===== src/rtl/ihex_pkg.sv =====
`default_nettype none

package ihex_pkg;

    // result status codes
    typedef logic [2:0] status_t;
    localparam status_t ST_DATA      = 3'd0;
    localparam status_t ST_EXT_ADDR  = 3'd1;
    localparam status_t ST_OTHER     = 3'd2;
    localparam status_t ST_SHORT     = 3'd3;
    localparam status_t ST_CHECKSUM  = 3'd4;
    localparam status_t ST_TOO_LONG  = 3'd5;

    // record type codes
    localparam logic [7:0] TYPE_DATA    = 8'h00;
    localparam logic [7:0] TYPE_EXT_LIN = 8'h04;

    // character codes
    localparam logic [7:0] CH_COLON   = 8'h3a;
    localparam logic [7:0] CH_NEWLINE = 8'h0a;

    // line length limits
    localparam logic [8:0] LEN_MAX     = 9'd511;
    localparam logic [8:0] REC_MIN_LEN = 9'd9;   // a record needs more than this
    localparam logic [8:0] EXT_MIN_LEN = 9'd14;  // type 4 needs more than this
    localparam logic [9:0] HDR_CHARS   = 10'd11; // colon, header, checksum

    // hex digit decode result
    typedef struct packed {
        logic       ok;
        logic [3:0] nib;
    } hex_digit_t;

    function automatic hex_digit_t hex_decode(input logic [7:0] ch);
        hex_digit_t d;
        d.ok  = 1'b1;
        d.nib = 4'd0;
        if (ch >= 8'h30 && ch <= 8'h39)
        begin
            d.nib = 4'(ch - 8'h30);
        end
        else if (ch >= 8'h61 && ch <= 8'h66)
        begin
            d.nib = 4'(ch - 8'h57);
        end
        else if (ch >= 8'h41 && ch <= 8'h46)
        begin
            d.nib = 4'(ch - 8'h37);
        end
        else
        begin
            d.ok = 1'b0;
        end
        return d;
    endfunction

endpackage

`default_nettype wire


===== src/rtl/ihex_ram.sv =====
`default_nettype none

module ihex_ram #(
    parameter int WIDTH  = 8,
    parameter int DEPTH  = 32,
    parameter int ADDR_W = (DEPTH > 1) ? $clog2(DEPTH) : 1
) (
    input  wire logic              clk,
    input  wire logic              wr_en,
    input  wire logic [ADDR_W-1:0] wr_addr,
    input  wire logic [WIDTH-1:0]  wr_data,
    input  wire logic              rd_en,
    input  wire logic [ADDR_W-1:0] rd_addr,
    output logic      [WIDTH-1:0]  rd_data
);

    logic [WIDTH-1:0] mem [DEPTH];

    always_ff @(posedge clk)
    begin
        if (wr_en)
        begin
            mem[wr_addr] <= wr_data;
        end
        if (rd_en)
        begin
            rd_data <= mem[rd_addr];
        end
    end

endmodule

`default_nettype wire


===== src/rtl/intel_hex_record_decoder_top.sv =====
`default_nettype none

// channel   direction  tdata                          tuser                  tlast
// s_axis    in         char_code[7:0]                 -                      final_char
// m_axis    out        byte_address, data_byte,       status, write_valid,   last_of_line
//                      extent_end                     bad_digit
//
// one character is taken per cycle while a line is being gathered
// after the end of a line the decoder classifies the record in S_FIN;
// a data record then passes through S_RD for the first buffer read and S_WR for the bytes,
// since the read port of the record buffer is registered
// rst_n clears all line state, the extended base and the extent; no clearing pass
// input is held off from end of line until the last item of that line is loaded or the line is dropped;
// a stalled output holds its item while the next one waits in the buffer read path

module intel_hex_record_decoder_top
    import ihex_pkg::*;
#(
    parameter int MAX_RECORD_BYTES = 32
) (
    input  wire logic        clk,
    input  wire logic        rst_n,

    input  wire logic        s_axis_tvalid,
    output logic             s_axis_tready,
    input  wire logic [7:0]  s_axis_tdata,   // char_code[7:0]
    input  wire logic        s_axis_tlast,   // final_char

    output logic             m_axis_tvalid,
    input  wire logic        m_axis_tready,
    output logic      [79:0] m_axis_tdata,   // byte_address[31:0], data_byte[39:32],
                                             // extent_end[72:40], zero pad[79:73]
    output logic      [4:0]  m_axis_tuser,   // status[2:0], write_valid[3], bad_digit[4]
    output logic             m_axis_tlast    // last_of_line
);

    localparam int AW = (MAX_RECORD_BYTES > 1) ? $clog2(MAX_RECORD_BYTES) : 1;
    localparam logic [7:0] MAX_B = 8'(MAX_RECORD_BYTES);

    // sequencer states
    localparam logic [1:0] S_IDLE = 2'd0;  // gathering characters
    localparam logic [1:0] S_FIN  = 2'd1;  // classify finished line
    localparam logic [1:0] S_RD   = 2'd2;  // first buffer read
    localparam logic [1:0] S_WR   = 2'd3;  // emit byte writes

    logic [1:0]  state_reg, state_next;

    // line state
    logic [8:0]  len_reg, len_next;
    logic        is_rec_reg, is_rec_next;
    logic [3:0]  pend_reg, pend_next;
    logic [7:0]  cnt_reg, cnt_next;
    logic [15:0] offset_reg, offset_next;
    logic [7:0]  type_reg, type_next;
    logic [7:0]  sum_reg, sum_next;
    logic [15:0] ext_cand_reg, ext_cand_next;
    logic        dig_err_reg, dig_err_next;
    logic        cnt_bad_reg, cnt_bad_next;
    logic        ext_bad_reg, ext_bad_next;

    // persistent state
    logic [15:0] ext_base_reg, ext_base_next;
    logic [32:0] mark_reg, mark_next;

    // emission
    logic [AW-1:0] idx_reg, idx_next;
    logic [31:0]   base_reg, base_next;

    // output register
    logic        out_valid_reg, out_valid_next;
    status_t     o_status_reg, o_status_next;
    logic        o_wv_reg, o_wv_next;
    logic [31:0] o_addr_reg, o_addr_next;
    logic [7:0]  o_data_reg, o_data_next;
    logic [32:0] o_ext_reg, o_ext_next;
    logic        o_bad_reg, o_bad_next;
    logic        o_last_reg, o_last_next;

    // buffer ports
    logic          wr_en;
    logic [AW-1:0] wr_addr;
    logic [7:0]    wr_data;
    logic          rd_en;
    logic [AW-1:0] rd_addr;
    logic [7:0]    rd_data;

    ihex_ram #(
        .WIDTH (8),
        .DEPTH (MAX_RECORD_BYTES)
    ) u_buf (
        .clk     (clk),
        .wr_en   (wr_en),
        .wr_addr (wr_addr),
        .wr_data (wr_data),
        .rd_en   (rd_en),
        .rd_addr (rd_addr),
        .rd_data (rd_data)
    );

    assign s_axis_tready = (state_reg == S_IDLE);
    assign m_axis_tvalid = out_valid_reg;
    assign m_axis_tdata  = {7'd0, o_ext_reg, o_data_reg, o_addr_reg};
    assign m_axis_tuser  = {o_bad_reg, o_wv_reg, o_status_reg};
    assign m_axis_tlast  = o_last_reg;

    // character decode
    logic        accept;
    hex_digit_t  dig;
    logic [7:0]  pair;
    logic [7:0]  b_idx;
    logic [7:0]  d_idx;
    logic [9:0]  dig_lim;

    // line classification
    logic        out_free;
    logic        line_ok;
    logic        too_short;
    logic        line_bad;
    logic [31:0] lin_base;
    logic [32:0] rec_end;
    logic [32:0] mark_upd;
    logic        last_byte;

    assign accept   = s_axis_tvalid && s_axis_tready;
    assign dig      = hex_decode(s_axis_tdata);
    assign pair     = {pend_reg, dig.nib};
    assign b_idx    = len_reg[8:1] - 8'd1;         // byte index of an even position
    assign d_idx    = b_idx - 8'd4;                // data byte index
    assign dig_lim  = {1'b0, cnt_reg, 1'b0} + 10'd10;

    assign out_free  = !out_valid_reg || m_axis_tready;
    assign line_ok   = is_rec_reg && (len_reg > REC_MIN_LEN);
    assign too_short = {1'b0, len_reg} < ({1'b0, cnt_reg, 1'b0} + HDR_CHARS);
    assign line_bad  = cnt_bad_reg || dig_err_reg;
    assign lin_base  = {ext_base_reg, 16'h0000} + {16'h0000, offset_reg};
    assign rec_end   = {1'b0, ext_base_reg, 16'h0000} + {17'd0, offset_reg}
                       + {25'd0, cnt_reg};
    assign mark_upd  = (rec_end > mark_reg) ? rec_end : mark_reg;
    assign last_byte = (idx_reg == AW'(cnt_reg - 8'd1));

    always_comb
    begin
        logic clear_line;
        logic load;

        clear_line     = 1'b0;
        load           = 1'b0;
        state_next     = state_reg;
        len_next       = len_reg;
        is_rec_next    = is_rec_reg;
        pend_next      = pend_reg;
        cnt_next       = cnt_reg;
        offset_next    = offset_reg;
        type_next      = type_reg;
        sum_next       = sum_reg;
        ext_cand_next  = ext_cand_reg;
        dig_err_next   = dig_err_reg;
        cnt_bad_next   = cnt_bad_reg;
        ext_bad_next   = ext_bad_reg;
        ext_base_next  = ext_base_reg;
        mark_next      = mark_reg;
        idx_next       = idx_reg;
        base_next      = base_reg;
        out_valid_next = out_valid_reg;
        o_status_next  = o_status_reg;
        o_wv_next      = o_wv_reg;
        o_addr_next    = o_addr_reg;
        o_data_next    = o_data_reg;
        o_ext_next     = o_ext_reg;
        o_bad_next     = o_bad_reg;
        o_last_next    = o_last_reg;
        wr_en          = 1'b0;
        wr_addr        = d_idx[AW-1:0];
        wr_data        = pair;
        rd_en          = 1'b0;
        rd_addr        = idx_reg;

        if (out_valid_reg && m_axis_tready)
        begin
            out_valid_next = 1'b0;
        end

        case (state_reg)
            S_IDLE:
            begin
                if (accept)
                begin
                    if (len_reg < LEN_MAX)
                    begin
                        len_next = len_reg + 9'd1;
                        if (len_reg == 9'd0)
                        begin
                            is_rec_next = (s_axis_tdata == CH_COLON);
                        end
                        else if (is_rec_reg)
                        begin
                            if (len_reg <= 9'd2)
                            begin
                                if (!dig.ok)
                                begin
                                    cnt_bad_next = 1'b1;
                                end
                            end
                            else if ({1'b0, len_reg} <= dig_lim)
                            begin
                                if (!dig.ok)
                                begin
                                    dig_err_next = 1'b1;
                                end
                            end
                            // extended address digits
                            if (len_reg >= 9'd9 && len_reg <= 9'd12
                                && type_reg == TYPE_EXT_LIN)
                            begin
                                if (!dig.ok)
                                begin
                                    ext_bad_next = 1'b1;
                                end
                                ext_cand_next = {ext_cand_reg[11:0], dig.nib};
                            end
                            if (len_reg[0])
                            begin
                                pend_next = dig.nib;
                            end
                            else
                            begin
                                case (b_idx)
                                    8'd0:    cnt_next = pair;
                                    8'd1:    offset_next = {pair, 8'h00};
                                    8'd2:    offset_next = {offset_reg[15:8], pair};
                                    8'd3:    type_next = pair;
                                    default:
                                    begin
                                        if (d_idx < cnt_reg && d_idx < MAX_B)
                                        begin
                                            wr_en = 1'b1;
                                        end
                                    end
                                endcase
                                if ({1'b0, b_idx} <= ({1'b0, cnt_reg} + 9'd4))
                                begin
                                    sum_next = sum_reg + pair;
                                end
                            end
                        end
                    end
                    if (s_axis_tdata == CH_NEWLINE || s_axis_tlast)
                    begin
                        state_next = S_FIN;
                    end
                end
            end

            S_FIN:
            begin
                if (!line_ok)
                begin
                    clear_line = 1'b1;
                    state_next = S_IDLE;
                end
                else if (!too_short && sum_reg == 8'h00 && cnt_reg <= MAX_B
                         && type_reg == TYPE_DATA && cnt_reg != 8'd0)
                begin
                    // good data record with bytes: stream them out of the buffer
                    mark_next  = mark_upd;
                    base_next  = lin_base;
                    idx_next   = '0;
                    state_next = S_RD;
                end
                else if (out_free)
                begin
                    load          = 1'b1;
                    o_wv_next     = 1'b0;
                    o_addr_next   = 32'd0;
                    o_data_next   = 8'd0;
                    o_ext_next    = mark_reg;
                    o_bad_next    = line_bad;
                    o_last_next   = 1'b1;
                    if (too_short)
                    begin
                        o_status_next = ST_SHORT;
                        o_bad_next    = cnt_bad_reg;
                    end
                    else if (sum_reg != 8'h00)
                    begin
                        o_status_next = ST_CHECKSUM;
                    end
                    else if (cnt_reg > MAX_B)
                    begin
                        o_status_next = ST_TOO_LONG;
                    end
                    else if (type_reg == TYPE_DATA)
                    begin
                        // empty data record still moves the extent
                        o_status_next = ST_DATA;
                        mark_next     = mark_upd;
                        o_ext_next    = mark_upd;
                    end
                    else if (type_reg == TYPE_EXT_LIN && len_reg > EXT_MIN_LEN)
                    begin
                        o_status_next = ST_EXT_ADDR;
                        ext_base_next = ext_cand_reg;
                        o_bad_next    = line_bad || ext_bad_reg;
                    end
                    else
                    begin
                        o_status_next = ST_OTHER;
                    end
                    clear_line = 1'b1;
                    state_next = S_IDLE;
                end
            end

            S_RD:
            begin
                rd_en      = 1'b1;
                rd_addr    = idx_reg;
                state_next = S_WR;
            end

            S_WR:
            begin
                if (out_free)
                begin
                    load          = 1'b1;
                    o_status_next = ST_DATA;
                    o_wv_next     = 1'b1;
                    o_addr_next   = base_reg + 32'(idx_reg);
                    o_data_next   = rd_data;
                    o_ext_next    = mark_reg;
                    o_bad_next    = line_bad;
                    o_last_next   = last_byte;
                    if (last_byte)
                    begin
                        clear_line = 1'b1;
                        state_next = S_IDLE;
                    end
                    else
                    begin
                        // prefetch the next byte while this one goes out
                        idx_next = idx_reg + AW'(1);
                        rd_en    = 1'b1;
                        rd_addr  = idx_reg + AW'(1);
                    end
                end
            end

            default:
            begin
                state_next = S_IDLE;
            end
        endcase

        if (load)
        begin
            out_valid_next = 1'b1;
        end

        if (clear_line)
        begin
            len_next      = 9'd0;
            is_rec_next   = 1'b0;
            pend_next     = 4'd0;
            cnt_next      = 8'd0;
            offset_next   = 16'd0;
            type_next     = 8'd0;
            sum_next      = 8'd0;
            ext_cand_next = 16'd0;
            dig_err_next  = 1'b0;
            cnt_bad_next  = 1'b0;
            ext_bad_next  = 1'b0;
        end
    end

    always_ff @(posedge clk or negedge rst_n)
    begin
        if (!rst_n)
        begin
            state_reg     <= S_IDLE;
            len_reg       <= 9'd0;
            is_rec_reg    <= 1'b0;
            pend_reg      <= 4'd0;
            cnt_reg       <= 8'd0;
            offset_reg    <= 16'd0;
            type_reg      <= 8'd0;
            sum_reg       <= 8'd0;
            ext_cand_reg  <= 16'd0;
            dig_err_reg   <= 1'b0;
            cnt_bad_reg   <= 1'b0;
            ext_bad_reg   <= 1'b0;
            ext_base_reg  <= 16'd0;
            mark_reg      <= 33'd0;
            idx_reg       <= '0;
            out_valid_reg <= 1'b0;
        end
        else
        begin
            state_reg     <= state_next;
            len_reg       <= len_next;
            is_rec_reg    <= is_rec_next;
            pend_reg      <= pend_next;
            cnt_reg       <= cnt_next;
            offset_reg    <= offset_next;
            type_reg      <= type_next;
            sum_reg       <= sum_next;
            ext_cand_reg  <= ext_cand_next;
            dig_err_reg   <= dig_err_next;
            cnt_bad_reg   <= cnt_bad_next;
            ext_bad_reg   <= ext_bad_next;
            ext_base_reg  <= ext_base_next;
            mark_reg      <= mark_next;
            idx_reg       <= idx_next;
            out_valid_reg <= out_valid_next;
        end
    end

    // payload, no reset
    always_ff @(posedge clk)
    begin
        base_reg     <= base_next;
        o_status_reg <= o_status_next;
        o_wv_reg     <= o_wv_next;
        o_addr_reg   <= o_addr_next;
        o_data_reg   <= o_data_next;
        o_ext_reg    <= o_ext_next;
        o_bad_reg    <= o_bad_next;
        o_last_reg   <= o_last_next;
    end

endmodule

`default_nettype wire


===== config.mk =====
export PLATFORM = sky130hd
export DESIGN_NAME = intel_hex_record_decoder_top
export DESIGN_NICKNAME = d
export VERILOG_FILES = /design/src/rtl/ihex_pkg.sv /design/src/rtl/ihex_ram.sv /design/src/rtl/intel_hex_record_decoder_top.sv
export SDC_FILE = /design/constraint.sdc
export NUM_CORES = 1
export LEC_CHECK = 0
export BUFFER_PORTS_ARGS = -buffer_cell sky130_fd_sc_hd__buf_2
export CORE_AREA = 2 2 227 229
export DETAILED_ROUTE_END_ITERATION = 6
export DIE_AREA = 0 0 229 231
export PLACE_DENSITY = 0.66
export SYNTH_ARGS = -nofsm -noshare
export SYNTH_HDL_FRONTEND = slang
export SYNTH_SLANG_ARGS = --single-unit

===== constraint.sdc =====
create_clock -name clk -period 12.64 [get_ports clk]
set_input_delay 3.16 -clock clk [delete_from_list [all_inputs] [get_ports clk]]
set_output_delay 3.16 -clock clk [all_outputs]
set_load 0.01 [all_outputs]

==> impl_results.md, run 1 <==
- Clk buf depth: 3
- Slew headroom: 0.2273
- DIE HEIGHT: 231 um
- RSZ-0062 raised after global routing: no
- Max H-tree Level: 2
- Slew @ Worst Pin: 1.158 ns
- # Post-CTS Setup Buffers: 0
- Worst skew pair latency: between 0.6 and 0.7 ns
- Period Utilization, post-route: 0.5230
- Largest net degree at the start of global routing: 88
- WL/cell: 22.37 um
- Final net count: 2,215
- Fraction of layout instances using a drive strength above 1: 0.1255
- Most frequent cells in the layout: edfxtp_1 (375), nor2_1 (206), mux2i_1 (153)
- Die X: about 230 um
- Post-CTS Hold Buffers: 0
- Post-DP HPWL: 41.90 mm
- DRC Markers: 0
- Post-Layout Cell Count: 2,824
- Peak fanout along the critical path: 39
- CTS resizes: 0
- Maxcap violations: 0
- Sink Count: 505
- Core ar.: ~51,000 um^2
- Tot GR Track Use: 0.2382
- Final wirelength: 63.18 mm
- First-pass GRT wire length: 97.86 mm
- Mean Syn Cell Area: 12.33 um^2
- Antenna violations before repair: 0
- Hold Path Class: reg2reg
- Worst setup SP type: input port
- Setup tns final: 0 ns
- Arrival time at the worst endpoint: ~7.1 ns
- Via count: 17,102
- Post-Synthesis Cell Area: 25,010 um^2
- Pwr/cell area: 128.9 nW/um^2
- Cts bufs inserted: 52
- Leading cell type in the layout, fill and taps excluded: edfxtp_1
- Syn Inst Count: slightly above 2,000
- Clk slew on worst S/H paths: 0.06 ns
- WHS: 0.5027 ns
- Worst Clk Skew: 0.02417 ns
- Cell area after layout: approximately 28,000 um^2
- Placed insts: 2,725
- CTS tree: built
- Yosys reg bits: 505
- Grt total ovfl: 0
- Initial DRT Pass Iterations: 7
- Root Buffer: clkbuf_16
- Main synth FF type: edfxtp_1
- PortBufs: 93
- Via-per-instance ratio: 6.056
- Asr flop ratio synth: 0.2574
- Warnings from Yosys: 0
- RePlAce Congestion: 0.8841
- Tmin final: around 6.6 ns
- Seq/Total Area, Yosys: 0.5802
- Worst Path Required: between 10 and 15 ns
- FP Rows: between 80 and 90
- I/O pin count: 101
- Starting DRT DRC Count: 1,628
- Status: finished clean
- Routed Antenna Nets: 0
- Vias in the first global route: 16,759
- Max reg flops: 256
- Final Setup Violations: 0
- Synthesis-to-finish area growth: 11.25%
- Static Leakage: 11.98 nW
- Final Hold Viols: 0
- Max-slew violation count: 0
- Setup CP Type: in2reg
- Setup crit end kind: flop
- Post-synth cell types: 69
- Full die area: approximately 53,000 um^2
- EDFF count, synth: 375
- Max Clk Rate: 151.3 MHz
- Starting Density: 0.4936
- Post-DP Area: 26,150 um^2
- Worst VDD drop: 0.1030 mV
- R2R setup slack: about 6.5 ns
==> report_power, final <==
part | internal (mW) | switching, mW
Sequential | 1.77 | 0.0197
Combinational | 0.0842 | 0.204
Clock | 0.859 | 0.650
Total | 2.71 | 0.873
==> area by class of cell <==
class / count / area, um^2
fillers: 4259 / 22850
flip-flops and latches: 505 / 14510
multi-input cells: 1320 / 9732
clock buffers: 67 / 1378
well taps: 680 / 850.8
repair buffers: 121 / 678.2
inverters: 99 / 371.6
clock inverters: 31 / 301.5
diodes: 1 / 2.502
==> synth_stat cells (34+ instances only) <==
| cell type | number | area (um^2) |
|---|---|---|
| a21oi_1 | 79 | 395.4 |
| a221oi_1 | 124 | 1086 |
| and3_1 | 34 | 212.7 |
| clkbuf_1 | 62 | 232.7 |
| dfrtp_1 | 130 | 3253 |
| edfxtp_1 | 375 | 11260 |
| ha_1 | 100 | 1251 |
| inv_1 | 99 | 371.6 |
| mux2_2 | 47 | 529.3 |
| mux2i_1 | 155 | 1551 |
| nand2_1 | 106 | 397.9 |
| nand3_1 | 48 | 240.2 |
| nor2_1 | 208 | 780.8 |
| o21ai_0 | 40 | 200.2 |
| xnor2_1 | 62 | 543.0 |
| xor2_1 | 34 | 297.8 |
==> metrics by stage <==
| stage | setup slack, ns | total power, mW | utilization |
|---|---|---|---|
| 5_1_grt | 5.687 | 3.708 | 0.5491 |
| 2_1_floorplan | 5.403 | 2.019 | - |
| 3_3_place_gp | 5.571 | 2.100 | 0.5159 |
| 6_report | 6.029 | 3.587 | 0.5491 |
| 4_1_cts | 6.070 | 3.611 | 0.5491 |
| 3_5_place_dp | 5.439 | 2.108 | 0.5159 |
==> routing by layer <==
metal  GRT usage  vias up  share of wire
li1            -     7813              -
met1      0.3398     8458           0.44
met2      0.3690      716           0.45
met3     0.04237      115          0.081
met4     0.08137        0          0.032
met5           0        -              0
==> logic make-up (layout without fill, tap and decap cells) <==
family          count (synthesis)  after routing  synth area share
compound gates                390            390            0.1147
xor+xnor                       97             97           0.03451
fa+ha+maj                     103            103           0.05242
buf+inv                       210            318           0.03611
flops                         505            505            0.5802
mux                           202            202           0.08318
other cells                     1              8         0.0001499
simple gates                  521            521           0.09864
==> worst max-delay path: stages <==
cell and delay (ns):
buf_2 0.13, or4b_2 0.66, a311oi_1 0.57, a22o_1 0.27, buf_4 0.41, ha_1 0.33
a21o_1 0.18, a21oi_1 0.23, o21bai_1 0.09, a21oi_1 0.23, o21ai_0 0.16, xnor2_1 0.15
or4_1 0.40, a21oi_1 0.16
==> worst paths after layout <==
check                                startpoint                to  cells past startpoint
min in group asynchronous                 rst_n      mark_reg[25]                      1
max in group asynchronous                 rst_n  ext_base_reg[14]                      2
worst min-delay path                ext_bad_reg       ext_bad_reg                      2
worst min register to register      ext_bad_reg       ext_bad_reg                      2
worst max-delay path            s_axis_tdata[3]        sum_reg[7]                     14
worst max register to register       cnt_reg[0]      o_ext_reg[0]                     19
(Power assumes the default switching activity.)
==> inputs of run 2 (changes only) <==
==> constraint.sdc (replaced) <==
create_clock -name clk -period 6.5 [get_ports clk]
set_input_delay 1.625 -clock clk [delete_from_list [all_inputs] [get_ports clk]]
set_output_delay 1.625 -clock clk [all_outputs]
set_load 0.01 [all_outputs]
==> run 2 against run 1 <==
  * The run now ends with DRC left
  * Hold slack worse by 0.0064 ns
  * Global-route usage is 0.13 points higher
  * Utilization is 0.29 points higher
  * Die area stayed put
  * Flip-flop and latch count stayed put
==> impl_results.md, run 2 (synthesis gave the netlist of run 1 again) <==
- Maxcap violations: 0 (unchanged)
- Cts bufs inserted: 52 (unchanged)
- Antenna violations before repair: 3 (was 0)
- Via-per-instance ratio: 6.023 (was 6.056)
- Failing checks: DRC
- I/O pin count: 101 (unchanged)
- Clk slew on worst S/H paths: 0.06 ns (about the same)
- Fillers: 4,269 (was 4,259)
- Clk buf depth: 3 (unchanged)
- Synthesis-to-finish area growth: 11.83% (was 11.25%)
- Pwr/cell area: 250.8 nW/um^2 (was 128.9 nW/um^2)
- DIE HEIGHT: 231 um (unchanged)
- Final Hold Viols: 0 (unchanged)
- Starting Density: 0.4936 (unchanged)
- Tot GR Track Use: 0.2394 (was 0.2382)
- Clk pwr share: 0.423 (was 0.420)
- CP bufs+invs: 4 (was 2)
- Vias in the first global route: 16,786 (was 16,759)
- DRC Markers: 2 (was 0)
- Final Setup Violations: 0 (unchanged)
- Slew headroom: 0.1678 (was 0.2273)
- Post-CTS Hold Buffers: 0 (unchanged)
- Root Buffer: clkbuf_16 (unchanged)
- Leading cell type in the layout, fill and taps excluded: edfxtp_1 (unchanged)
- Hold Path Class: reg2reg (unchanged)
- Setup crit end kind: flop (unchanged)
- RSZ-0062 raised after global routing: no (unchanged)
- Setup tns final: 0 ns (unchanged)
- Fraction of layout instances using a drive strength above 1: 0.1318 (was 0.1255)
- Post-Layout Cell Count: 2,835 (was 2,824)
- Slew @ Worst Pin: 1.222 ns (was 1.158 ns)
- Status: finished, violations left (was finished clean)
- CP Cell Sequence: ha_1 > inv_1 > fa_1 > nor2b_1 > o21ai_0 > a21boi_0 > o21ai_0 > a21oi_1 > buf_4 > nor4b_1 > xnor2_1 > inv_1 > ha_1 > nand3_1 > nor3_1 > nand2_1 > o21bai_1 > a211oi_4 > buf_12 > mux2_2 (was buf_2 > or4b_2 > a311oi_1 > a22o_1 > buf_4 > ha_1 > a21o_1 > a21oi_1 > o21bai_1 > a21oi_1 > o21ai_0 > xnor2_1 > or4_1 > a21oi_1)
- Max reg flops: 256 (unchanged)
- Post-Place Setup Slack: 1.047 ns (was 5.439 ns)
- CTS tree: built (unchanged)
- Final net count: 2,229 (was 2,215)
- Reg power frac: 0.494 (was 0.499)
- Share of total power in combinational logic: 0.084 (was 0.080)
- Routed Antenna Nets: 0 (unchanged)
- Post-DP HPWL: 41.93 mm (was 41.90 mm)
- Worst setup SP type: flop (was input port)
- Internal power: 5.342 mW (was 2.714 mW)
- Worst skew pair latency: 0.61 ns (was 0.62 ns)
- Via count: 17,075 (was 17,102)
- Final core occ: 0.5520 (was 0.5491)
- Initial DRT Pass Iterations: 7 (unchanged)
- RePlAce Congestion: 0.8782 (was 0.8841)
- Slowest cell on crit path: a211oi_4 (was or4b_2)
- Final wirelength: 63.47 mm (was 63.18 mm)
- Peak fanout along the critical path: 23 (was 39)
- Largest net degree at the start of global routing: 81 (was 88)
- Max-slew violation count: 0 (unchanged)
- Worst VDD drop: 0.1679 mV (was 0.1030 mV)
- CTS resizes: 0 (unchanged)
- Core ar.: 50,680 um^2 (unchanged)
- Most frequent cells in the layout: edfxtp_1 (375), nor2_1 (206), mux2i_1 (153) (unchanged)
- Setup CP Type: reg2reg (was in2reg)
- Starting DRT DRC Count: 1,819 (was 1,628)
- PortBufs: 93 (unchanged)
- Sw frac: 0.2386 (was 0.2434)
- WL/cell: 22.39 um (was 22.37 um)
- Worst Clk Skew: 0.01579 ns (was 0.02417 ns)
- Antenna Cells: 0 (was 1)
- First-pass GRT wire length: 98.27 mm (was 97.86 mm)
- CP delay by family, top: compound AO/OA/AOI/OAI gates (unchanged)
- Grt total ovfl: 0 (unchanged)
- Sink Count: 505 (unchanged)
- CP max stage delay: 0.67 ns (was 0.66 ns)
- NetSw: 1.674 mW (was 873.3 uW)
- Max H-tree Level: 2 (unchanged)
- Slack of the critical path: 1.046 ns (was 6.029 ns)
- Max Clk Rate: approximately 180 MHz
- Tmin final: 5.454 ns
- Period Utilization, post-route: 0.8392
- Full die area: 52,900 um^2 (unchanged)
- FP Rows: 83 (unchanged)
- Placed insts: 2,739 (was 2,725)
- Arrival time at the worst endpoint: 5.80 ns (was 7.14 ns)
- Static Leakage: 12.08 nW (was 11.98 nW)
- Die X: 229 um (unchanged)
- Worst Path Required: 6.85 ns (was 13.17 ns)
- # Post-CTS Setup Buffers: 0 (unchanged)
## run 2: metrics by stage
stage          instance area [um^2]  hold slack, ns  power [mW]
2_1_floorplan                 25040          0.4505       3.926
3_3_place_gp                  26280          0.4829       4.099
3_5_place_dp                  26280          0.4800       4.109
4_1_cts                       27970          0.5020       7.050
5_1_grt                       27970          0.5118       7.240
6_report                      27970          0.4964       7.016
## run 2: final cells by class
type	count	area (um^2)	share of cell area
sequential	505	14510	0.5189
multi-input combinational	1320	9739	0.3482
clock buffer	71	1455	0.05202
tap	680	850.8	0.03042
timing repair buffer	135	808.3	0.02889
inverter	99	371.6	0.01328
clock inverter	25	234.0	0.008364
## run 2: path summary, 6_finish.rpt
check	from	endpoint	slack, ns	cells after the start
min reg2reg	cnt_bad_reg	cnt_bad_reg	0.50	2
min in group asynchronous	rst_n	ext_base_reg[15]	1.12	1
max reg2reg	cnt_reg[0]	o_ext_reg[9]	1.05	20
min	cnt_bad_reg	cnt_bad_reg	0.50	2
max	cnt_reg[0]	o_ext_reg[9]	1.05	20
max in group asynchronous	rst_n	ext_cand_reg[14]	4.33	2
## run 2: power groups by stage
| stage | combinational (mW) | sequential, mW | clock (mW) |
|---|---|---|---|
| 2_1_floorplan | 0.402 | 3.52 | 0 |
| 3_3_place_gp | 0.569 | 3.53 | 0 |
| 3_5_place_dp | 0.579 | 3.53 | 0 |
| 4_1_cts | 0.581 | 3.46 | 3.00 |
| 5_1_grt | 0.653 | 3.46 | 3.12 |
| 6_report | 0.586 | 3.46 | 2.97 |
## run 2: metal layers
metal	global-route usage	wire length, um
met1	0.3515	28830
met2	0.3630	28430
met3	0.04422	4598
met4	0.07183	1590
met5	0	23
## run 2: worst register-to-register path: stages (launching register included)
cell and delay, ns:
dfrtp_1 0.51, ha_1 0.24, inv_1 0.06, fa_1 0.41, nor2b_1 0.13, o21ai_0 0.10
a21boi_0 0.24, o21ai_0 0.14, a21oi_1 0.15, buf_4 0.20, nor4b_1 0.33, xnor2_1 0.21
inv_1 0.07, ha_1 0.29, nand3_1 0.08, nor3_1 0.28, nand2_1 0.16, o21bai_1 0.28
a211oi_4 0.67, buf_12 0.29, mux2_2 0.37
==> inputs of run 3 (changes only) <==
--- a/config.mk
+++ b/config.mk
@@ -9,7 +9,7 @@
 export CORE_AREA = 2 2 227 229
 export DETAILED_ROUTE_END_ITERATION = 6
 export DIE_AREA = 0 0 229 231
-export PLACE_DENSITY = 0.66
+export PLACE_DENSITY = 0.69
 export SYNTH_ARGS = -nofsm -noshare
 export SYNTH_HDL_FRONTEND = slang
 export SYNTH_SLANG_ARGS = --single-unit
==> constraint.sdc (replaced) <==
create_clock -name clk -period 4.92 [get_ports clk]
set_input_delay 1.23 -clock clk [delete_from_list [all_inputs] [get_ports clk]]
set_output_delay 1.23 -clock clk [all_outputs]
set_load 0.01 [all_outputs]
==> run 3 against run 2 <==
  * The run now ends clean
  * Setup slack lost 0.89 ns
  * Utilization rose by 1.6 points
  * Die area stayed put
  * Critical path type unchanged
  * Largest cell class unchanged
  * Largest power group unchanged
  * Highest routed layer is now met4
==> impl_results.md, run 3 (synthesis gave the netlist of run 1 again) <==
- FP Rows: 83 (unchanged)
- Routed Antenna Nets: 0 (unchanged)
- Peak fanout along the critical path: 8 (was 23)
- FF-to-FF End: mark_reg[32] (was o_ext_reg[9])
- Largest net degree at the start of global routing: 81 (unchanged)
- Reg2Reg Depth: 21 (was 20)
- Hold Path Class: reg2reg (unchanged)
- Final core occ: 0.5675 (was 0.5520)
- Pwr/cell area: 328.7 nW/um^2 (was 250.8 nW/um^2)
- Period Utilization, post-route: 0.9689 (was 0.8392)
- Worst Clk Skew: 0.03093 ns (was 0.01579 ns)
- Worst hold path endpoint: ext_bad_reg (was cnt_bad_reg)
- Antenna Cells: 0 (unchanged)
- Setup crit end kind: flop (unchanged)
- Worst skew pair latency: 0.61 ns (about the same)
- Root Buffer: clkbuf_16 (unchanged)
- PortBufs: 93 (unchanged)
- Initial DRT Pass Iterations: 7 (unchanged)
- Critical path launch point: offset_reg[0] (was cnt_reg[0])
- Max H-tree Level: 2 (unchanged)
- Worst setup SP type: flop (unchanged)
- CTS tree: built (unchanged)
- Worst Hold Depth: 2 (unchanged)
- Sink Count: 505 (unchanged)
- Clk slew on worst S/H paths: 0.06 ns (about the same)
- WHS: 0.5061 ns (was 0.4964 ns)
- Clk buf depth: 3 (unchanged)
- CP Cell Sequence: ha_1 > inv_1 > fa_1 > nor2b_1 > o21ai_0 > a21boi_1 > o21ai_1 > a21oi_1 > buf_4 > xnor2_1 > inv_1 > ha_1 > and4_1 > nand2_1 > o21bai_1 > a311oi_2 > o21bai_4 > a2111oi_4 > clkbuf_16 > clkbuf_8 > mux2_2 (was ha_1 > inv_1 > fa_1 > nor2b_1 > o21ai_0 > a21boi_0 > o21ai_0 > a21oi_1 > buf_4 > nor4b_1 > xnor2_1 > inv_1 > ha_1 > nand3_1 > nor3_1 > nand2_1 > o21bai_1 > a211oi_4 > buf_12 > mux2_2)
- RePlAce Congestion: 0.9122 (was 0.8782)
- Max reg flops: 256 (unchanged)
- Final wirelength: 64.43 mm (was 63.47 mm)
- Die X: 229 um (unchanged)
- Cell area after layout: 28,760 um^2 (was 27,970 um^2)
- Arrival time at the worst endpoint: 5.26 ns (was 5.80 ns)
- Antenna violations before repair: 1 (was 3)
- Most frequent cells in the layout: edfxtp_1 (375), nor2_1 (206), mux2i_1 (153) (unchanged)
- Reg-to-reg startpoint: offset_reg[0] (was cnt_reg[0])
- Grt total ovfl: 0 (unchanged)
- Via count: 17,539 (was 17,075)
- I/O pin count: 101 (unchanged)
- CP max stage delay: 0.43 ns (was 0.67 ns)
- Setup CP Type: reg2reg (unchanged)
- HP Start: ext_bad_reg (was cnt_bad_reg)
- DIE HEIGHT: 231 um (unchanged)
- Final net count: 2,296 (was 2,229)
- Post-DP Area: 26,720 um^2 (was 26,280 um^2)
- First-pass GRT wire length: 99.20 mm (was 98.27 mm)
- Full die area: 52,900 um^2 (unchanged)
- R2R setup slack: 0.15 ns (was 1.05 ns)
- CP delay by family, top: compound AO/OA/AOI/OAI gates (unchanged)
- Post-DP HPWL: 42.72 mm (was 41.93 mm)
- Fillers: 4,142 (was 4,269)
- Final Hold Viols: 0 (unchanged)
- Vias in the first global route: 17,072 (was 16,786)
- Static Leakage: 12.53 nW (was 12.08 nW)
- Final Setup Violations: 0 (unchanged)
- DRC Markers: 0 (was 2)
- Slowest cell on crit path: a2111oi_4 (was a211oi_4)
- Via-per-instance ratio: 6.042 (was 6.023)
- Tmin final: 4.767 ns (was 5.454 ns)
- Starting Density: 0.4936 (unchanged)
- Max-slew violation count: 0 (unchanged)
- Status: finished clean (was finished, violations left)
- Slew headroom: 0.2043 (was 0.1678)
- Core ar.: 50,680 um^2 (unchanged)
- Worst VDD drop: 0.2596 mV (was 0.1679 mV)
- CP bufs+invs: 5 (was 4)
- Tot GR Track Use: 0.2406 (was 0.2394)
- Starting DRT DRC Count: 2,019 (was 1,819)
- Synthesis-to-finish area growth: 14.98% (was 11.83%)
- WL/cell: 22.19 um (was 22.39 um)
- Slew @ Worst Pin: 1.193 ns (was 1.222 ns)
- Cts bufs inserted: 52 (unchanged)
- Worst Path Required: 5.41 ns (was 6.85 ns)
- Max Clk Rate: 209.8 MHz (was 183.3 MHz)
- Fraction of layout instances using a drive strength above 1: 0.1691 (was 0.1318)
- Maxcap violations: 0 (unchanged)
- Leading cell type in the layout, fill and taps excluded: edfxtp_1 (unchanged)
- Post-CTS Hold Buffers: 0 (unchanged)
[run 3: power by group]
part / internal, mW / total (mW) / switching [mW]
registers: 4.55 / 4.58 / 0.0278
logic: 0.242 / 0.789 / 0.547
clock network: 2.39 / 4.09 / 1.70
[run 3: per-layer routing]
layer  share of wire  track usage  wire length (um)
met5               0            0                 0
met4           0.023      0.06473              1480
met3           0.085      0.04620              5467
met2            0.46       0.3772             29430
met1            0.44       0.3443             28050
[run 3: cell type report]
type,instances,area [um^2],share of cell area
Sequential cell,505,14520,0.5048
Inverter,99,371.6,0.01292
Clock buffer,64,1388,0.04824
Clock inverter,33,389.1,0.01353
Timing Repair Buffer,202,1395,0.04851
Multi-Input combinational cell,1320,9848,0.3424
Tap cell,680,850.8,0.02958
[run 3: how the worst max path moves through the flow]
stage	to	slack (ns)	cells after the start
after detailed placement	o_ext_reg[4]	0.03	19
after global placement	o_ext_reg[32]	0.20	19
final	mark_reg[32]	0.15	21
after CTS	o_ext_reg[4]	0.006	19
after floorplan	sum_reg[7]	0.008	12
after global routing	o_ext_reg[19]	-0.03	23
[run 3: through the flow]
step	power [mW]	std cells	TNS (ns)	worst slack [ns]
after floorplan	5.186	2035	0	0.007930
after global placement	5.427	2795	0	0.2000
after detailed placement	5.443	2795	0	0.03389
after CTS	9.493	2892	0	0.005899
after global routing	9.758	2903	-0.2592	-0.02695
final	9.455	2903	0	0.1528
[run 3: worst reg2reg max path, cell delays in order (launching register included)]
cell,delay [ns]
dfrtp_1,0.38
ha_1,0.19
inv_1,0.06
fa_1,0.40
nor2b_1,0.12
o21ai_0,0.11
a21boi_1,0.21
o21ai_1,0.12
a21oi_1,0.20
buf_4,0.20
xnor2_1,0.20
inv_1,0.08
ha_1,0.30
and4_1,0.21
nand2_1,0.08
o21bai_1,0.18
a311oi_2,0.34
o21bai_4,0.12
a2111oi_4,0.44
clkbuf_16,0.21
clkbuf_8,0.18
mux2_2,0.34
[run 3: repair_timing]
item / in CTS / in global routing
setup endpoints to repair: 0 / 66
gates resized for setup: 0 / 28
setup buffers: 0 / 8
